File: src/hdl/nmt_pkg.sv
// ----------------------------------------------------------------------------
// nmt_pkg
// Shared widths, fixed-point constants and the elaboration-time tanh sampler.
// ----------------------------------------------------------------------------
`default_nettype none

package nmt_pkg;

  localparam int unsigned DataW     = 16;  // activation / weight width
  localparam int unsigned ProdW     = 2 * DataW;
  localparam int unsigned SpanShift = 29;  // 8.0 in the Q.26 sum
  localparam int unsigned InterpW   = DataW + SpanShift + 2;

  localparam logic [DataW-1:0] Q14One = 16'd16384;

  // Restoring divide, used only while building constant tables.
  function automatic logic [63:0] nmt_udiv(input logic [63:0] num,
                                           input logic [63:0] den);
    logic [64:0] rem;
    logic [63:0] quo;
    rem = '0;
    quo = '0;
    for (int b = 63; b >= 0; b--) begin
      rem = {rem[63:0], num[b]};
      if (rem >= {1'b0, den}) begin
        rem    = rem - {1'b0, den};
        quo[b] = 1'b1;
      end
    end
    return quo;
  endfunction

  // tanh(8*idx/entries) in unsigned Q1.14: odd series seed, then ten
  // rounds of t = 2t / (1 + t^2) on Q.30 values.
  function automatic logic [DataW-1:0] nmt_tanh_sample(input int unsigned idx,
                                                       input int unsigned entries);
    logic [63:0] x;
    logic [63:0] a;
    logic [63:0] cube;
    logic [63:0] t;
    logic [63:0] den;
    logic [63:0] r;
    x    = nmt_udiv(64'(idx) << 33, 64'(entries));
    a    = x >> 10;
    cube = (((a * a) >> 30) * a) >> 30;
    t    = a - cube / 64'd3;
    for (int k = 0; k < 10; k++) begin
      den = (64'd1 << 30) + ((t * t) >> 30);
      t   = nmt_udiv(t << 31, den);
    end
    r = (t + 64'h8000) >> 16;
    return r[DataW-1:0];
  endfunction

endpackage

`default_nettype wire

File: src/hdl/neuron_mac_tanh.sv
// ----------------------------------------------------------------------------
// neuron_mac_tanh
// One neuron: weighted-sum accumulator followed by a tanh activation.
// ----------------------------------------------------------------------------
// Each input beat brings one predecessor activation (Q1.14) and its weight
// (Q3.12). The exact Q4.26 product is added into a signed ACC_BITS-wide
// running sum that saturates at its bounds instead of wrapping. A beat with
// last_term_i set adds its own product first, then the sum is handed to the
// activation unit and the accumulator clears for the next neuron. The result
// is tanh of the sum in Q1.14: sums at or beyond +/-8.0 give +/-16384, and
// inside that span the magnitude is interpolated linearly between two
// samples of a TANH_TABLE_ENTRIES+1 entry ROM and rounded half up. The ROM is
// built at elaboration and split into even and odd banks so both neighbors
// come out of one registered read. Rate: beats without last_term_i are taken
// one per cycle. A last beat keeps in_ready_o low while it passes through
// the product, accumulate, range check, scale and ROM read, slope multiply
// and round registers into the output register; the hold stretches only if
// the previous result is still waiting in the output register at that point.
// A finished result waits in the output register without blocking the input.
// ----------------------------------------------------------------------------
`default_nettype none

module neuron_mac_tanh #(
  parameter int unsigned TANH_TABLE_ENTRIES = 256,
  parameter int unsigned ACC_BITS           = 40
) (
  input  logic                              clk_i,
  input  logic                              rst_ni,
  input  logic                              in_valid_i,
  output logic                              in_ready_o,
  input  logic signed [nmt_pkg::DataW-1:0]  activation_in_i,
  input  logic signed [nmt_pkg::DataW-1:0]  weight_i,
  input  logic                              last_term_i,
  output logic                              out_valid_o,
  input  logic                              out_ready_i,
  output logic signed [nmt_pkg::DataW-1:0]  activation_out_o
);
  import nmt_pkg::*;

  logic                       in_fire;
  logic                       busy_q;
  logic                       sum_valid;
  logic signed [ACC_BITS-1:0] sum;
  logic                       res_valid;
  logic signed [DataW-1:0]    res;
  logic                       res_ready;
  logic                       res_fire;
  logic                       out_valid_q;
  logic signed [DataW-1:0]    out_data_q;

  // Input stays closed from a last beat until its result is in the
  // output register; that keeps a single sum in the activation unit.
  assign in_ready_o = !busy_q;
  assign in_fire    = in_valid_i && in_ready_o;

  nmt_mac #(
    .ACC_BITS (ACC_BITS)
  ) u_mac (
    .clk_i       (clk_i),
    .rst_ni      (rst_ni),
    .in_fire_i   (in_fire),
    .act_i       (activation_in_i),
    .weight_i    (weight_i),
    .last_i      (last_term_i),
    .sum_valid_o (sum_valid),
    .sum_o       (sum)
  );

  nmt_tanh #(
    .ENTRIES  (TANH_TABLE_ENTRIES),
    .ACC_BITS (ACC_BITS)
  ) u_tanh (
    .clk_i       (clk_i),
    .rst_ni      (rst_ni),
    .sum_valid_i (sum_valid),
    .sum_i       (sum),
    .res_valid_o (res_valid),
    .res_o       (res),
    .res_ready_i (res_ready)
  );

  // output register: loads when empty or being drained this cycle
  assign res_ready = !out_valid_q || out_ready_i;
  assign res_fire  = res_valid && res_ready;

  always_ff @(posedge clk_i or negedge rst_ni) begin
    if (!rst_ni) begin
      busy_q      <= 1'b0;
      out_valid_q <= 1'b0;
    end else begin
      if (in_fire && last_term_i) begin
        busy_q <= 1'b1;
      end else if (res_fire) begin
        busy_q <= 1'b0;
      end
      if (res_fire) begin
        out_valid_q <= 1'b1;
      end else if (out_ready_i) begin
        out_valid_q <= 1'b0;
      end
    end
  end

  always_ff @(posedge clk_i) begin
    if (res_fire) begin
      out_data_q <= res;
    end
  end

  assign out_valid_o      = out_valid_q;
  assign activation_out_o = out_data_q;

  // ---- checks ----

  // a result only leaves the activation unit for a pending last beat
  assert property (@(posedge clk_i) disable iff (!rst_ni)
    res_fire |-> busy_q)
    else $error("tanh result without a pending last beat");

  // never more than one sum in flight between accumulator and output
  assert property (@(posedge clk_i) disable iff (!rst_ni)
    !(sum_valid && res_valid))
    else $error("two sums in flight in the activation path");

  // input reopens only once the result sits in the output register
  assert property (@(posedge clk_i) disable iff (!rst_ni)
    $fell(busy_q) |-> out_valid_o)
    else $error("input reopened without a loaded result");

  // tanh output stays within plus or minus one
  assert property (@(posedge clk_i) disable iff (!rst_ni)
    out_valid_o |-> ($signed(activation_out_o) <= $signed(16'sd16384) &&
                     $signed(activation_out_o) >= $signed(-16'sd16384)))
    else $error("activation out of range");

endmodule

`default_nettype wire

File: src/hdl/nmt_mac.sv
// ----------------------------------------------------------------------------
// nmt_mac
// Product register and saturating accumulator; hands the sum off on last.
// ----------------------------------------------------------------------------
`default_nettype none

module nmt_mac #(
  parameter int unsigned ACC_BITS = 40
) (
  input  logic                              clk_i,
  input  logic                              rst_ni,
  input  logic                              in_fire_i,
  input  logic signed [nmt_pkg::DataW-1:0]  act_i,
  input  logic signed [nmt_pkg::DataW-1:0]  weight_i,
  input  logic                              last_i,
  output logic                              sum_valid_o,
  output logic signed [ACC_BITS-1:0]        sum_o
);
  import nmt_pkg::*;

  localparam logic signed [ACC_BITS-1:0] AccMax = {1'b0, {(ACC_BITS-1){1'b1}}};
  localparam logic signed [ACC_BITS-1:0] AccMin = {1'b1, {(ACC_BITS-1){1'b0}}};

  logic signed [ProdW-1:0]    prod_q;
  logic                       last_q;
  logic                       vld_q;
  logic signed [ACC_BITS-1:0] acc_q, acc_d;
  logic signed [ACC_BITS-1:0] sum_q;
  logic                       sum_vld_q;
  logic signed [ACC_BITS:0]   sum_wide;
  logic                       ovf;
  logic signed [ACC_BITS-1:0] sat_sum;

  always_comb begin
    sum_wide = (ACC_BITS+1)'(acc_q) + (ACC_BITS+1)'(prod_q);
    ovf      = sum_wide[ACC_BITS] != sum_wide[ACC_BITS-1];
    if (ovf) begin
      sat_sum = sum_wide[ACC_BITS] ? AccMin : AccMax;
    end else begin
      sat_sum = sum_wide[ACC_BITS-1:0];
    end
    acc_d = acc_q;
    if (vld_q) begin
      acc_d = last_q ? '0 : sat_sum;
    end
  end

  always_ff @(posedge clk_i or negedge rst_ni) begin
    if (!rst_ni) begin
      vld_q     <= 1'b0;
      acc_q     <= '0;
      sum_vld_q <= 1'b0;
    end else begin
      vld_q     <= in_fire_i;
      acc_q     <= acc_d;
      sum_vld_q <= vld_q && last_q;
    end
  end

  always_ff @(posedge clk_i) begin
    if (in_fire_i) begin
      prod_q <= act_i * weight_i;
      last_q <= last_i;
    end
    if (vld_q && last_q) begin
      sum_q <= sat_sum;
    end
  end

  assign sum_valid_o = sum_vld_q;
  assign sum_o       = sum_q;

endmodule

`default_nettype wire

File: src/hdl/nmt_rom.sv
// ----------------------------------------------------------------------------
// nmt_rom
// Tanh sample ROM split into even and odd banks, registered read.
// ----------------------------------------------------------------------------
`default_nettype none

module nmt_rom #(
  parameter int unsigned ENTRIES = 256,
  parameter int unsigned EVEN_AW = 8,
  parameter int unsigned ODD_AW  = 7
) (
  input  logic                      clk_i,
  input  logic                      rd_en_i,
  input  logic [EVEN_AW-1:0]        even_addr_i,
  input  logic [ODD_AW-1:0]         odd_addr_i,
  output logic [nmt_pkg::DataW-1:0] even_data_o,
  output logic [nmt_pkg::DataW-1:0] odd_data_o
);
  import nmt_pkg::*;

  localparam int unsigned EvenDepth = (ENTRIES + 2) / 2;
  localparam int unsigned OddDepth  = (ENTRIES + 1) / 2;

  typedef logic [DataW-1:0] even_tbl_t [EvenDepth];
  typedef logic [DataW-1:0] odd_tbl_t  [OddDepth];

  function automatic even_tbl_t build_even();
    even_tbl_t tbl;
    for (int k = 0; k < int'(EvenDepth); k++) begin
      tbl[k] = nmt_tanh_sample(2 * k, ENTRIES);
    end
    return tbl;
  endfunction

  function automatic odd_tbl_t build_odd();
    odd_tbl_t tbl;
    for (int k = 0; k < int'(OddDepth); k++) begin
      tbl[k] = nmt_tanh_sample(2 * k + 1, ENTRIES);
    end
    return tbl;
  endfunction

  localparam even_tbl_t EvenRom = build_even();
  localparam odd_tbl_t  OddRom  = build_odd();

  logic [DataW-1:0] even_q;
  logic [DataW-1:0] odd_q;

  always_ff @(posedge clk_i) begin
    if (rd_en_i) begin
      even_q <= EvenRom[even_addr_i];
      odd_q  <= OddRom[odd_addr_i];
    end
  end

  assign even_data_o = even_q;
  assign odd_data_o  = odd_q;

endmodule

`default_nettype wire

File: src/hdl/nmt_tanh.sv
// ----------------------------------------------------------------------------
// nmt_tanh
// Tanh of the Q.26 sum: range check, index split, ROM pair read, lerp.
// ----------------------------------------------------------------------------
`default_nettype none

module nmt_tanh #(
  parameter int unsigned ENTRIES  = 256,
  parameter int unsigned ACC_BITS = 40
) (
  input  logic                              clk_i,
  input  logic                              rst_ni,
  input  logic                              sum_valid_i,
  input  logic signed [ACC_BITS-1:0]        sum_i,
  output logic                              res_valid_o,
  output logic signed [nmt_pkg::DataW-1:0]  res_o,
  input  logic                              res_ready_i
);
  import nmt_pkg::*;

  localparam int unsigned NW        = $clog2(ENTRIES + 1);
  localparam int unsigned PW        = SpanShift + NW;
  localparam int unsigned IdxW      = $clog2(ENTRIES);
  localparam int unsigned EvenDepth = (ENTRIES + 2) / 2;
  localparam int unsigned OddDepth  = (ENTRIES + 1) / 2;
  localparam int unsigned EvenAw    = $clog2(EvenDepth);
  localparam int unsigned OddAw     = $clog2(OddDepth);
  localparam logic signed [InterpW-1:0] Half = InterpW'(1) << (SpanShift - 1);

  // stage valids
  logic v1_q, v2_q, v3_q, v4_q;

  // stage 1: sign, range, magnitude
  logic [ACC_BITS-1:0]   mag_full;
  logic                  neg1_q, sat1_q;
  logic [SpanShift-1:0]  mag1_q;

  // stage 2: scaled position, ROM request
  logic [PW-1:0]         pos;
  logic [IdxW-1:0]       idx;
  logic [IdxW:0]         idx_inc;
  logic [EvenAw-1:0]     even_addr;
  logic [OddAw-1:0]      odd_addr;
  logic [DataW-1:0]      even_data, odd_data;
  logic                  neg2_q, sat2_q, par2_q;
  logic [SpanShift-1:0]  frac2_q;

  // stage 3: slope times fraction
  logic [DataW-1:0]          lo, hi;
  logic signed [DataW:0]     diff;
  logic signed [InterpW-1:0] slope_prod;
  logic signed [InterpW-1:0] prod3_q;
  logic [DataW-1:0]          lo3_q;
  logic                      neg3_q, sat3_q;

  // stage 4: round and sign
  logic signed [InterpW-1:0] interp;
  logic [DataW-1:0]          mag_v, fin;
  logic [DataW-1:0]          res4_q;

  always_comb begin
    mag_full = sum_i[ACC_BITS-1] ? ACC_BITS'(-sum_i) : ACC_BITS'(sum_i);
  end

  always_comb begin
    pos       = PW'(mag1_q) * PW'(ENTRIES);
    idx       = pos[SpanShift +: IdxW];
    idx_inc   = {1'b0, idx} + 1'b1;
    even_addr = idx_inc[EvenAw:1];
    odd_addr  = idx[OddAw:1];
  end

  nmt_rom #(
    .ENTRIES (ENTRIES),
    .EVEN_AW (EvenAw),
    .ODD_AW  (OddAw)
  ) u_rom (
    .clk_i       (clk_i),
    .rd_en_i     (v1_q),
    .even_addr_i (even_addr),
    .odd_addr_i  (odd_addr),
    .even_data_o (even_data),
    .odd_data_o  (odd_data)
  );

  always_comb begin
    lo         = par2_q ? odd_data : even_data;
    hi         = par2_q ? even_data : odd_data;
    diff       = $signed({1'b0, hi}) - $signed({1'b0, lo});
    slope_prod = InterpW'(diff) * InterpW'($signed({1'b0, frac2_q}));
  end

  always_comb begin
    interp = $signed({2'b00, lo3_q, {SpanShift{1'b0}}}) + prod3_q + Half;
    mag_v  = interp[SpanShift +: DataW];
    fin    = sat3_q ? Q14One : mag_v;
  end

  always_ff @(posedge clk_i or negedge rst_ni) begin
    if (!rst_ni) begin
      v1_q <= 1'b0;
      v2_q <= 1'b0;
      v3_q <= 1'b0;
      v4_q <= 1'b0;
    end else begin
      v1_q <= sum_valid_i;
      v2_q <= v1_q;
      v3_q <= v2_q;
      if (v3_q) begin
        v4_q <= 1'b1;
      end else if (res_ready_i) begin
        v4_q <= 1'b0;
      end
    end
  end

  always_ff @(posedge clk_i) begin
    if (sum_valid_i) begin
      neg1_q <= sum_i[ACC_BITS-1];
      sat1_q <= |mag_full[ACC_BITS-1:SpanShift];
      mag1_q <= mag_full[SpanShift-1:0];
    end
    if (v1_q) begin
      neg2_q  <= neg1_q;
      sat2_q  <= sat1_q;
      par2_q  <= idx[0];
      frac2_q <= pos[SpanShift-1:0];
    end
    if (v2_q) begin
      prod3_q <= slope_prod;
      lo3_q   <= lo;
      neg3_q  <= neg2_q;
      sat3_q  <= sat2_q;
    end
    if (v3_q) begin
      res4_q <= neg3_q ? DataW'(-fin) : fin;
    end
  end

  assign res_valid_o = v4_q;
  assign res_o       = res4_q;

endmodule

`default_nettype wire

File: config.mk
export PLATFORM = sky130hd
export DESIGN_NAME = neuron_mac_tanh
export DESIGN_NICKNAME = d
export VERILOG_FILES = /design/src/hdl/nmt_pkg.sv /design/src/hdl/neuron_mac_tanh.sv /design/src/hdl/nmt_mac.sv /design/src/hdl/nmt_rom.sv /design/src/hdl/nmt_tanh.sv
export SDC_FILE = /design/constraint.sdc
export NUM_CORES = 2
export LEC_CHECK = 0
export ABC_AREA = 1
export BUFFER_PORTS_ARGS = -buffer_cell sky130_fd_sc_hd__clkbuf_2
export CORE_ASPECT_RATIO = 2
export CORE_MARGIN = 1.5
export CORE_UTILIZATION = 50
export CTS_CLUSTER_DIAMETER = 100
export DETAILED_ROUTE_END_ITERATION = 10
export GPL_TIMING_DRIVEN = 0
export HOLD_SLACK_MARGIN = 0.12
export PLACE_DENSITY = 0.68
export REMOVE_ABC_BUFFERS = 1
export SLEW_MARGIN = 20
export SYNTH_ARGS = -nofsm -noshare
export SYNTH_HDL_FRONTEND = slang
export SYNTH_SLANG_ARGS = --single-unit
File: constraint.sdc
create_clock -name clk_i -period 7.8 [get_ports clk_i]
set_clock_uncertainty 0.05 [all_clocks]
set_input_delay 1.17 -clock clk_i [delete_from_list [all_inputs] [get_ports clk_i]]
set_output_delay 1.17 -clock clk_i [all_outputs]
set_load 0.05 [all_outputs]
[Word level (Yosys, flattened, before mapping)]
Memories as Yosys holds them, arrays and structs flattened. A register that Yosys moved wholly into a read port is not among the register bits.
Index checks and enable logic that the tools add are counted.
Cells by class
  add/sub/neg operators: 7
  multiply operators: 2
  equal/unequal tests: 1
  multiplexer cells: 14
  bitwise logic cells: 2
  reductions and logical operators: 11
Operators by type and width (number)
  $mux 40: 4
  $mux 16: 4
  $add 45x30->45 const B: 1
  $add 45x45->45: 1
  $add 40x32->41: 1
  $neg 40->40: 1
  $mul 17x22->37: 1
  $mul 16x16->32: 1
  $sub 16x16->17: 1
  $neg 16->16: 1
  $reduce_or 11->1: 1
  $add 8x1->9 const B: 1
  $not 8->9: 1
  $not 7->8: 1
  $mux 1: 6
  $reduce_bool 2->1: 3
  $logic_and 1x1->1: 4
  $logic_not 1->1: 2
  $logic_or 1x1->1: 1
  $ne 1x1->1: 1
Word-level totals
  register bits after elaboration: 271
  memory bits (read-only): 6144
  input port bits: 37
  output and inout bits: 18
  logic and storage cells: 64
  memories: 2
Memory list
  (name not given): depth 256, width 16, rd ports 1, clocked after Yosys merged registers in 1, wr ports 0, line nmt_rom.sv:51  | even_q <= EvenRom[even_addr_i];
  (name not given): depth 128, width 16, rd ports 1, clocked after Yosys merged registers in 1, wr ports 0, line nmt_rom.sv:52  | odd_q <= OddRom[odd_addr_i];

[Depth between registers and ports, before layout]
  depth after elaboration: 5
  depth in mapped cells: 41
  mapped depth without buffers: 41

[Cells and area by module]
From an unflattened synthesis, not the netlist that was laid out.
Second synthesis, totals
  cell total of the unflattened synthesis: 5279
  area, all modules: 40746.6 sq um
By module, submodules not included
  nmt_tanh: times used 1, cells an instance 2389, area each 18930.7 sq um, sequential area each 3283.1 sq um
  nmt_mac: times used 1, cells an instance 2302, area each 17720.7 sq um, sequential area each 3243.1 sq um
  nmt_rom: times used 1, cells an instance 559, area each 3515.9 sq um, sequential area each 900.9 sq um
  neuron_mac_tanh: times used 1, cells an instance 29, area each 579.3 sq um, sequential area each 530.5 sq um

[Least setup slack after synthesis]
No wires, ideal clock.
  path kind: register -> register
  start: register u_tanh.par2_q
  end: register u_tanh.prod3_q[41], data pin
  library setup time: 252 ps
  data arrival time: 7336 ps
  required time: 7498 ps
  path slack: 161 ps
  cell stages (with the launch flop): 35
  buffers on the path: 4
  clock period less this slack: 7639 ps
  path through: edfxtp_1 -> clkbuf_1 -> clkbuf_1 -> nand2_1 -> o21ai_0 -> ha_1 -> fa_1 -> inv_1 -> a31oi_1 -> o21ai_1 -> inv_1 -> o21ai_0 -> or2_2 -> clkbuf_1 -> buf_2 -> nand3_1 -> fa_1 -> inv_1 -> fa_1 -> fa_1 -> fa_1 -> fa_1 -> inv_1 -> fa_1 -> inv_1 -> ha_1 -> nand2_1 -> nor4_1 -> nand3_1 -> nand3_1 -> nand2_1 -> nand2_1 -> nand3b_1 -> nand3_1 -> nand2_1
Between the ends
  word-level cells in the longest chain between the ends: 3
  elaborated cells between the ends (all ways): 4
  classes of those cells: add/sub (1); mul (1); mux (2)
Ends and longest elaborated chain
  start, declared: line nmt_tanh.sv:45  | logic neg2_q, sat2_q, par2_q;
  start signal, assigned: line nmt_tanh.sv:126  | par2_q <= idx[0];
  $mux 16: line nmt_tanh.sv:87  | lo = par2_q ? odd_data : even_data;
  via u_tanh.lo[0]: line nmt_tanh.sv:49  | logic [DataW-1:0] lo, hi;
  $sub 16x16->17: line nmt_tanh.sv:89  | diff = $signed({1'b0, hi}) - $signed({1'b0, lo});
  $mul 17x22->37: line nmt_tanh.sv:90  | slope_prod = InterpW'(diff) * InterpW'($signed({1'b0, frac2_q}));
  via u_tanh.slope_prod[41]: line nmt_tanh.sv:51  | logic signed [InterpW-1:0] slope_prod;
  end signal, assigned: line nmt_tanh.sv:130  | prod3_q <= slope_prod;
  end, declared: line nmt_tanh.sv:52  | logic signed [InterpW-1:0] prod3_q;
The timed path passes the listed nets, and every way through them passes these cells.
A chain may end at the register's enable or synchronous reset.

[Worst setup path in the final report]
  start: register u_tanh.par2_q
  end: register u_tanh.prod3_q[42], data pin
Between the ends
  word-level cells in the longest chain between the ends: 3
  elaborated cells between the ends (all ways): 4
  classes of those cells: add/sub (1); mul (1); mux (2)
Ends and longest elaborated chain (line)
  $mux 16 (on tied branches): nmt_tanh.sv:88, nmt_tanh.sv:87
  $sub 16x16->17 (*): nmt_tanh.sv:89
  $mul 17x22->37 (*): nmt_tanh.sv:90
  via u_tanh.slope_prod[42]: nmt_tanh.sv:51
Mark *: on every way through the listed nets, which the timed path passes. The rest lies on a longest branch.

==> metrics.md <==
| Metric | Value |
|---|---|
| Number of I/O pins | 55 |
| DRC Markers | 0 |
| Die width | 201 µm |
| Maximum operating frequency | 126 MHz |
| Largest stage delay on the critical path | between 500 and 600 ps |
| Fraction of final layout cells with drive strength greater than 1 | 0.103 |
| Result of the run | complete, but fails checks |
| Ranking of synthesized cells by area | fa_1, edfxtp_1, nand2_1, inv_1, ha_1 |
| Count of standard-cell rows | 145 |
| Yosys warnings | 0 |
| H-tree depth | 1 |
| Reg clk slew, reported paths | 60 ps |
| CTS sink count | 272 |
| Mapped Area | 39300 µm² |
| Top-area cell type share of the netlist area | 0.279 |
| First-pass GRT wire length | 194 mm |
| Routed Wire Length | 128 mm |
| Routability congestion estimate from global placement | between 1 and 1.5 |
| RSZ-0062 raised after global routing | yes |
| Net count of the finished layout | 5960 |
| Cell type with the largest total area after synthesis | fa_1 |
| Clock buffer depth | 3 |
| Final HPWL from detailed placement | 102 mm |
| Initial Utilization | 0.504 |
| Maximum fanout encountered on the critical timing path | 14 |
| Violations in the final reports | setup timing |
| TritonCTS Buffers | 26 |
| Final cycle utilization of the critical path | 1.01 |
| End point of the most critical hold path | u_tanh.frac2_q[8]$_DFFE_PP_ |
| Total count of hold-check failures in the final report | 0 |
| Number of antenna violations at the first check in global routing | 0 |
| Terminus of the critical flop-to-flop path | u_tanh.prod3_q[42]$_DFFE_PP_ |
| Flop-to-flop setup slack | -110 ps |
| Inserted Diodes | 0 |
| TritonCTS clock tree | built |
| Data arrival time of the worst path | 8160 ps |
| Startpoint of the worst hold path | u_tanh.mag1_q[0]$_DFFE_PP_ |
| Number of detailed-routing iterations run before antenna repair | 8 |
| Hold Path Stages | 0 |
| Total area of sequential cells | 7930 µm² |
| Time the worst path needs with I/O delays and setup | between 7000 and 8000 ps |
| Critical path startpoint category | flip-flop |
| Placed insts | 5968 |
| Residual overflow from global routing | 0 |
| Hold buffer count at CTS | 0 |
| Share of the yosys chip area belonging to registers | 0.201 |
| Clock insertion delay at the later pin of the skew report | 560 ps |
| Global-route usage over all layers | 0.320 |
| Unique masters post-synth | 52 |
| Dominant cell type by count on the critical path | fa_1 |
| Number of antenna-violating nets in the routed design | 0 |
| Placed cell areas | 40500 µm² |
| CP Capture Type | flip-flop |
| Vias in the first global route | between 30k and 40k |
| Number of vias per cell | 5.45 |
| Buffer type at the clock tree root | clkbuf_16 |
| Reported max-cap violation count | 0 |
| Max_slew headroom | 0.276 |
| Count of port buffers added during placement | between 50 and 60 |
| Largest net degree at the start of global routing | 42 |
| Routed vias | 33.4k |
| Pins Over Slew Limit | 0 |
| Final Cell Area | roughly 44000 µm² |
| Routed length per placed instance | 20.8 µm |
| Area used by multi-input combinational logic | between 20000 and 30000 µm² |
| Violation count after the first detailed-routing iteration | 1945 |
| Growth of design area from synthesis to finish | 11.9% |
| Min-Delay Path Class | flip-flop to flip-flop |
| Proportion of synthesized flip-flops having asynchronous set or reset | 0.176 |
| Worst Tran Pin Value | between 1000 and 1500 ps |
| Die height | approximately 400 µm |
| Crit path setup slack, layout | -115 ps |
| Number of storage elements in the synthesis netlist | 272 |
| Critical-path top delay cell | fa_1 |
| Die area | 80500 µm² |
| Mean instance size in the synthesized netlist | slightly below 8 µm² |
| Core box area | just under 80000 µm² |
| Layout fillers | about 7k |
| Count of mapped cells out of synthesis | 5023 |
| Top flip-flop cell by instance count after synthesis | edfxtp_1 |
| Crit path kind | flip-flop to flip-flop |
| Worst r2r path cells | 34 |
| Setup violations, final | 3 |
| R2r startpoint | u_tanh.par2_q$_DFFE_PP_ |
| Non-Filler Instances | 6129 |
| WP data required | 8050 ps |
| Post-synth EDFFs | 224 |
==> timing repair <==
| action | 4_1_cts | 5_1_grt |
|---|---|---|
| pin swaps | 63 | 124 |
| setup endpoints to repair | 17 | 17 |
| hold endpoints to repair | 0 | 0 |
| buffers inserted | 71 | 39 |
| cloned | 4 | 1 |
| gates resized for setup | 224 | 180 |
==> flip-flops by register name, summed over array words and instances (netlist names), 15 cells and up <==
name	cells
u_mac.prod_q	32
u_tanh.mag1_q	29
u_mac.acc_q	40
activation_out_o	16
u_tanh.lo3_q	15
u_tanh.u_rom.even_data_o	15
u_tanh.res_o	16
u_tanh.frac2_q	21
u_mac.sum_o	40
u_tanh.prod3_q	17
u_tanh.u_rom.odd_data_o	15
==> per-stage QoR <==
stage	TNS [ps]	setup WS (ps)	hold WS [ps]	utilization
finish	-186	-115	369	0.565
CTS	-25.6	-9.30	370	0.552
global route	-2270	-328	375	0.565
global placement	-41890	-2860	350	0.516
floorplan	-6350	-522	350	-
detailed placement	-21210	-1620	355	0.520
==> layout make-up <==
class,count,area share
multi-input cells,3523,0.640
flip-flops and latches,272,0.180
inverters,1077,0.0936
repair buffers,179,0.0369
well taps,1029,0.0292
clock buffers,36,0.0175
clock inverters,12,0.00216
repair inverters,1,0.000199
==> worst max-delay path: cells and delay by family, from the launching register on <==
family / cells / cell delay, ps
adders and majority gates: 8 / 3720
AOI/OAI and AO/OA: 8 / 1240
and+or+nand+nor: 9 / 970
buffers and inverters: 8 / 940
DFF: 1 / 490
xor gates and xnor gates: 1 / 210
==> kinds of logic after synthesis <==
family,count (synthesis),share of synthesized area
flops,272,0.201
simple gates,2090,0.214
fa+ha+maj,843,0.373
compound gates,469,0.0669
xor+xnor,121,0.0269
buf+inv,1228,0.118
==> synthesized netlist by cell type (all sizes together) (12+ instances only) <==
library cell / instances
nand2: 1376
inv: 1068
fa: 548
nor2: 412
ha: 295
edfxtp: 224
o21ai: 182
nand3: 177
a21oi: 167
clkbuf: 125
xor2: 87
dfrtp: 48
or2: 42
nand4: 39
xnor2: 34
buf: 26
nor3: 23
a31oi: 20
o21bai: 19
o211ai: 14
o22ai: 12
==> cell usage in the layout (no fill, tap or decap), drive strengths merged, types with 12 or more instances in the layout <==
master and instances:
clkbuf 91, o21bai 19, or2 42, nor2 412, a31oi 20, a21oi 167
xnor2 34, o21ai 182, o22ai 12, edfxtp 224, buf 124, dfrtp 48
fa 548, ha 295, nand2 1376, nand3 177, xor2 87, inv 1069
o211ai 14, nand4 39, nor3 23, clkinv 16
==> worst max-delay path by stage <==
stage / start / to / slack [ps] / cells after the start
6_report: u_tanh.par2_q$_DFFE_PP_ / u_tanh.prod3_q[42]$_DFFE_PP_ / -110 / 34
2_1_floorplan: u_tanh.par2_q$_DFFE_PP_ / u_tanh.prod3_q[41]$_DFFE_PP_ / -520 / 31
4_1_cts: u_tanh.par2_q$_DFFE_PP_ / u_tanh.prod3_q[36]$_DFFE_PP_ / -9 / 32
3_5_place_dp: u_tanh.par2_q$_DFFE_PP_ / u_tanh.prod3_q[42]$_DFFE_PP_ / -1620 / 32
3_3_place_gp: u_tanh.par2_q$_DFFE_PP_ / u_tanh.prod3_q[42]$_DFFE_PP_ / -2860 / 33
5_1_grt: u_tanh.par2_q$_DFFE_PP_ / u_tanh.prod3_q[42]$_DFFE_PP_ / -330 / 34
==> routing by layer <==
| metal | vias to the layer above | share of wire | global-route usage | routed length (µm) |
|---|---|---|---|---|
| met3 | 608 | 0.038 | 0.0295 | 4860 |
| met5 | - | 0 | 0 | 0 |
| met1 | 16200 | 0.29 | 0.264 | 36800 |
| met4 | 0 | 0.12 | 0.306 | 14800 |
| li1 | 15400 | - | - | - |
| met2 | 1166 | 0.56 | 0.645 | 71200 |
Power is left out: the tool's default activity adds up to more than one toggle a clock period on the data nets, which glitch-free logic cannot reach.
